[src/design/parabola_breakpoint_x_defines.svh]
// ============================================================================
// Assertion macros for the parabola breakpoint block
// Shared concurrent assertion forms, clocked on clk and disabled in reset.
// ============================================================================
`ifndef PARABOLA_BREAKPOINT_X_DEFINES_SVH
`define PARABOLA_BREAKPOINT_X_DEFINES_SVH

// Check a condition at every edge.
`define PBX_ASSERT(label, cond, msg) \
	label: assert property (@(posedge clk) disable iff (!arst_n) (cond)) else $error(msg);

// Check a consequence in the same cycle.
`define PBX_ASSERT_IMP(label, ante, cons, msg) \
	label: assert property (@(posedge clk) disable iff (!arst_n) (ante) |-> (cons)) else $error(msg);

// Check a consequence in the next cycle.
`define PBX_ASSERT_NEXT(label, ante, cons, msg) \
	label: assert property (@(posedge clk) disable iff (!arst_n) (ante) |=> (cons)) else $error(msg);

`endif

[src/design/pbx_pkg.sv]
// ============================================================================
// pbx_pkg
// Widths, codes and the per-item context shared by the breakpoint pipeline.
// ============================================================================
package pbx_pkg;

	localparam int FRAC_BITS   = 16;
	localparam int COORD_WIDTH = 32;
	localparam int CW          = COORD_WIDTH;

	localparam int THR_W  = 16;
	localparam int DATA_W = 32;
	localparam int ADDR_W = 3;
	localparam int IDX_W  = ADDR_W - 2;

	localparam int MAG_W  = CW;
	localparam int HALF_W = (MAG_W + 1) / 2;
	localparam int HI_W   = MAG_W - HALF_W;
	localparam int PROD_W = 2 * MAG_W;
	localparam int R_W    = 2 * CW + 1;
	localparam int RAD_W  = 4 * CW + 2;
	localparam int ROOT_W = RAD_W / 2;
	localparam int REM_W  = ROOT_W + 2;
	localparam int N_W    = 2 * CW + 2;
	localparam int NS_W   = 2 * CW + 3;
	localparam int Q_W    = NS_W - 1;
	localparam int X_W    = Q_W + 1;
	localparam int EP_W   = 3 * CW;
	localparam int LHS_W  = R_W + FRAC_BITS;
	localparam int CMP_W  = 3 * CW + FRAC_BITS + 1;

	localparam logic [IDX_W-1:0] REG_THR   = '0;
	localparam logic [THR_W-1:0] THR_RESET = 1;

	localparam logic [2:0] ST_NORMAL = 3'd0;
	localparam logic [2:0] ST_LEFT   = 3'd1;
	localparam logic [2:0] ST_RIGHT  = 3'd2;
	localparam logic [2:0] ST_NOROOT = 3'd3;
	localparam logic [2:0] ST_EQUAL  = 3'd4;

	localparam logic signed [CW-1:0] X_MAX = {1'b0, {(CW-1){1'b1}}};
	localparam logic signed [CW-1:0] X_MIN = {1'b1, {(CW-1){1'b0}}};

	typedef struct packed {
		logic [2:0]             status;
		logic signed [CW-1:0]   alt;
		logic signed [CW-1:0]   lx;
		logic signed [CW-1:0]   rx;
		logic signed [N_W-1:0]  n;
		logic [CW-1:0]          dm;
		logic                   dneg;
	} pbx_ctx_t;

	function automatic logic [CW-1:0] mag_of(input logic signed [CW:0] v);
		logic signed [CW:0] t;
		t = v[CW] ? -v : v;
		return t[CW-1:0];
	endfunction

endpackage

[src/design/pbx_mul.sv]
// ============================================================================
// pbx_mul
// Two-stage unsigned multiplier built from four half-width partial products.
// ============================================================================
module pbx_mul import pbx_pkg::*; (
	input  logic              clk,
	input  logic              adv,
	input  logic [MAG_W-1:0]  a,
	input  logic [MAG_W-1:0]  b,
	output logic [PROD_W-1:0] p
);

	logic [2*HALF_W-1:0]    ll_s1;
	logic [HALF_W+HI_W-1:0] lh_s1;
	logic [HALF_W+HI_W-1:0] hl_s1;
	logic [2*HI_W-1:0]      hh_s1;
	logic [PROD_W-1:0]      p_s2;

	always_ff @(posedge clk) begin
		if (adv) begin
			ll_s1 <= a[HALF_W-1:0] * b[HALF_W-1:0];
			lh_s1 <= a[HALF_W-1:0] * b[MAG_W-1:HALF_W];
			hl_s1 <= a[MAG_W-1:HALF_W] * b[HALF_W-1:0];
			hh_s1 <= a[MAG_W-1:HALF_W] * b[MAG_W-1:HALF_W];
			p_s2  <= PROD_W'(ll_s1) + (PROD_W'(lh_s1) << HALF_W)
				+ (PROD_W'(hl_s1) << HALF_W) + (PROD_W'(hh_s1) << (2 * HALF_W));
		end
	end

	assign p = p_s2;

endmodule

[config.mk]
export PLATFORM = sky130hd
export DESIGN_NAME = pbx_mul
export DESIGN_NICKNAME = d
export VERILOG_FILES = /design/src/design/parabola_breakpoint_x_defines.svh /design/src/design/pbx_pkg.sv /design/src/design/pbx_mul.sv
export SDC_FILE = /design/constraint.sdc
export NUM_CORES = 2
export LEC_CHECK = 0
export BUFFER_PORTS_ARGS = -buffer_cell sky130_fd_sc_hd__buf_2
export CAP_MARGIN = 20
export CORE_ASPECT_RATIO = 0.8
export CORE_UTILIZATION = 70
export CTS_CLUSTER_SIZE = 40
export DETAILED_ROUTE_END_ITERATION = 6
export HOLD_SLACK_MARGIN = 0.12
export PLACE_DENSITY = 0.95
export SETUP_SLACK_MARGIN = 0.5
export SYNTH_ARGS = -nofsm -noshare
export SYNTH_HDL_FRONTEND = slang
export SYNTH_SLANG_ARGS = --single-unit
[constraint.sdc]
create_clock -name clk -period 18.7 [get_ports clk]
set_input_delay 5.61 -clock clk [delete_from_list [all_inputs] [get_ports clk]]
set_output_delay 5.61 -clock clk [all_outputs]
set_load 0.02 [all_outputs]
# Word-level counts from Yosys, hierarchy flattened

Index checks and enable logic that the tools add are counted.

Bits in registers: 192
Bits in latches: 0
Memory bits (writable): 0
Bits in read-only memories: 0
Bits of input ports: 66
Output and inout bits: 64
Logic and storage cells: 12
Memories: 0

Add/sub/neg operators: 3
Multipliers: 4
Divide/modulo/power cells: 0
Magnitude comparators: 0
Equal/unequal tests: 0
Shift-type cells: 0
Multiplexer cells: 0
Bitwise logic cells: 0
Reduce and logical (&&, ||, !) cells: 0

Operator list:

| cell             | number |
|---|---|
| $mul A16 B16 Y32 | 4 |
| $add A50 B64 Y64 | 1 |
| $add A49 B48 Y50 | 1 |
| $add A32 B48 Y49 | 1 |

# Logic depth before layout (Yosys ltp)

Depth after elaboration: 3
Gate-level depth with buffers: 23
Depth with buffers taken out: 22

# Worst setup path after synthesis

OpenSTA, ideal clock, no wires.

Path type: input-to-reg
Start: input a[23]
End: register hl_s1[29], data pin
Library setup time: 265 ps
Arrival time: 11,089 ps
Required time: 18,435 ps
Path slack: 7,346 ps
Stages on the path: 21
Buffers on the path: 1
Cells stage by stage: clkbuf_1 > nand2_1 > fa_1 > inv_1 > fa_1 > inv_1 > fa_1 > inv_1 > fa_1 > fa_1 > inv_1 > fa_1 > inv_1 > ha_1 > and3_1 > and3_1 > or4b_1 > a31o_2 > a32oi_1 > o21ai_0 > xor2_1

Cells in the longest elaborated chain, start to end: 1

RTL lines:

| element              | RTL line      | text |
|---|---|---|
| start, declared      | pbx_mul.sv:8  | `input logic [MAG_W-1:0] a,` |
| $mul A16 B16 Y32     | pbx_mul.sv:23 | `hl_s1 <= a[MAG_W-1:HALF_W] * b[HALF_W-1:0];` |
| end signal, assigned | pbx_mul.sv:23 |  |
| end, declared        | pbx_mul.sv:15 | `logic [HALF_W+HI_W-1:0] hl_s1;` |

No other way between the ends.
A chain may end at the register's enable or synchronous reset.

# Worst setup path in the final report

Start: input a[22]
End: register hl_s1[26], data pin

The elaborated chain is that of the path after synthesis.

==> summary.txt <==
Setup path
  – Worst setup SP type: input port
  – Setup CP Type: input port to flop
  – Worst R2R End: p[53]$_DFFE_PP_
  – Worst EP arrival: 12430 ps
  – Max Fanout on Critical Path: 32
  – Crit. End Element: flop
  – Worst reg2reg startpoint: ll_s1[17]$_DFFE_PP_
  – Worst endpoint required time: between 15000 and 20000 ps
  – Worst R2R Setup Slack: 14530 ps
  – Cells on worst reg2reg path: 12

CTS
  – CTS root buf: clkbuf_16
  – Worst skew pair latency: 520 ps
  – Post-cts resize count: 0
  – Setup bufs post-CTS: 0
  – CTS tree: done
  – Clock sink count: 192
  – CTS buffer count: 17
  – Clock transition at path regs: roughly 80 ps
  – Hold bufs inserted after CTS: 0
  – Clock buffer depth: 2
  – H-tree levels: 4

Finish
  – Most frequent cells in the layout: inv_1 (949), fa_1 (809), nand2_1 (627)
  – Final nets: approximately 5800
  – Commonest non-fill, non-tap cell in the layout: inv_1
  – Share of layout cells above drive strength 1: 0.0418
  – Layout area overhead: 3.60%

Floorplan
  – Area of the die: 0.0615 mm²
  – Initial core utilization: 0.709
  – Row count: 80
  – Die width: ~280 µm
  – Ports: 130
  – Core footprint: 0.0598 mm²
  – Die height: 222 µm

Timing
  – Count of final setup violators: 0
  – Crit path time final: 12180 ps
  – Slew Viols, Final: 0
  – Fmax: 0.0821 GHz
  – Skew final: 21.5 ps
  – Final Hold Vio Count: 0
  – Final period utilization: 0.651
  – Slew margin rel.: 0.274
  – TNS Setup: 0 ps
  – RSZ-0062 raised after global routing: false
  – Worst Tran Pin Value: 1090 ps

Yosys
  – Cells after synthesis: 4479
  – Syn_area_per_cell: 9.46 µm²
  – Synth Flop Type: edfxtp_1
  – Cell variety after synth: 67
  – Synthesized flop and latch total: 192
  – Asr flop ratio synth: 0
  – YS warnings: 0
  – Sequential fraction of the synthesis area: 0.136
  – Syn Std Cell Area: 0.0424 mm²
  – Post-synth net total: 5802
  – EDFF count, synth: roughly 190

Drt
  – Drt first pass iters: 7
  – Post-route ant nets: 0
  – DR vias: 32502
  – DRC errors left: 1
  – Per-cell routed wire length: 22.2 µm
  – Drt initial violations: 3994
  – Final wirelength: approximately 120 mm
  – Via density: ~6.2

Placement
  – Port buffer count: 129
  – GP Congestion: 0.997
  – Hpwl dp: 84.8 mm

Global route
  – Largest net degree at the start of global routing: between 70 and 80
  – Initial antenna violation count: 5
  – First-pass GRT wire length: 184 mm
  – All-layer global routing usage: 0.391
  – Total congestion overflow: 0
  – Vias in the first global route: 35090

Status
  – Run status: finished, violations left
  – Failing checks: DRC

Min path
  – Hold Startpoint: ll_s1[7]$_DFFE_PP_
  – Hold path depth: 0
  – Min-delay worst type: flop to flop
  – Hold Path End: p[7]$_DFFE_PP_

Run
  – Max-cap violation count: 0
-- layout make-up --
type / instances / area (µm²)
multi-input cells: 3138 / 32300
inverters: 949 / 3560
well taps: 779 / 975
diodes: 4 / 10.0
flip-flops and latches: 192 / 5770
clock buffers: 18 / 429
clock inverters: 14 / 129
repair buffers: 140 / 737
fillers: 3765 / 15900
-- per-layer routing --
metal	GRT usage	vias up	share of wire
met2	0.582	2514	0.43
met4	0.178	6	0.052
met3	0.156	560	0.16
li1	-	13599	-
met1	0.506	15823	0.36
met5	0	-	0.0019
-- worst max-delay path by stage --
| stage | startpoint | end | slack (ps) | cells after the start |
|---|---|---|---|---|
| after floorplan | a[23] | hl_s1[29]$_DFFE_PP_ | 7350 | 21 |
| after global placement | a[26] | hl_s1[30]$_DFFE_PP_ | 6460 | 18 |
| after detailed placement | b[3] | hl_s1[26]$_DFFE_PP_ | 6300 | 19 |
| after CTS | a[22] | hl_s1[26]$_DFFE_PP_ | 6750 | 20 |
| after global routing | a[22] | hl_s1[26]$_DFFE_PP_ | 6380 | 20 |
| final | a[22] | hl_s1[26]$_DFFE_PP_ | 6520 | 20 |
-- synthesized netlist by cell type, types with 12 or more instances --
library cell	number	area [µm²]
nand3_1	32	160
clkbuf_1	196	736
a211oi_1	19	143
xor2_1	58	508
fa_1	809	16200
edfxtp_1	192	5770
a21oi_1	129	646
nor2_1	78	293
xnor2_1	93	815
nand2_1	627	2350
ha_1	448	5610
a21o_1	64	480
o21ai_0	60	300
nand4_1	12	75.1
nand2b_1	19	119
o21bai_1	17	128
nor3_1	25	125
and2_1	481	3010
o21a_1	21	158
inv_1	949	3560
-- cell families (layout without fill, tap and decap cells) --
kind of cell	after synthesis	after routing	synth area share
flip-flops	192	192	0.136
other	0	4	0
AO/OA/AOI/OAI	402	402	0.0622
buffers and inverters	1149	1121	0.102
multiplexers	1	1	0.000236
adder cells (fa/ha/maj)	1257	1257	0.515
XOR/XNOR	151	151	0.0312
AND/OR/NAND/NOR	1327	1327	0.154
-- sequential cells by signal, indices dropped and copies added, names as in the netlist --
| name | cells |
|---|---|
| p | 64 |
| hh_s1 | 32 |
| hl_s1 | 32 |
| lh_s1 | 32 |
| ll_s1 | 32 |
-- per-stage QoR --
stage | setup WS (ps) | hold slack, ps | util | area [µm²] | cells
2_1_floorplan | 7350 | 400 | - | 42400 | 4479
3_3_place_gp | 6460 | 402 | 0.725 | 43300 | 5198
3_5_place_dp | 6300 | 405 | 0.725 | 43300 | 5198
4_1_cts | 6750 | 411 | 0.734 | 43900 | 5230
5_1_grt | 6380 | 422 | 0.734 | 43900 | 5231
6_report | 6520 | 412 | 0.734 | 43900 | 5234
-- worst max-delay path, cell delays in order --
cell and delay, ps:
buf_2 740, and2_1 290, fa_1 450, inv_1 90, fa_1 450, fa_1 510
fa_1 550, inv_1 60, fa_1 490, inv_1 50, fa_1 540, inv_1 60
ha_1 350, a211o_1 310, a2111oi_0 570, o21ai_1 290, a211oi_2 430, o211ai_1 250
a21oi_1 230, xnor2_1 100
Power is left out: the tool's default activity adds up to more than one toggle a clock period on the data nets, which glitch-free logic cannot reach.
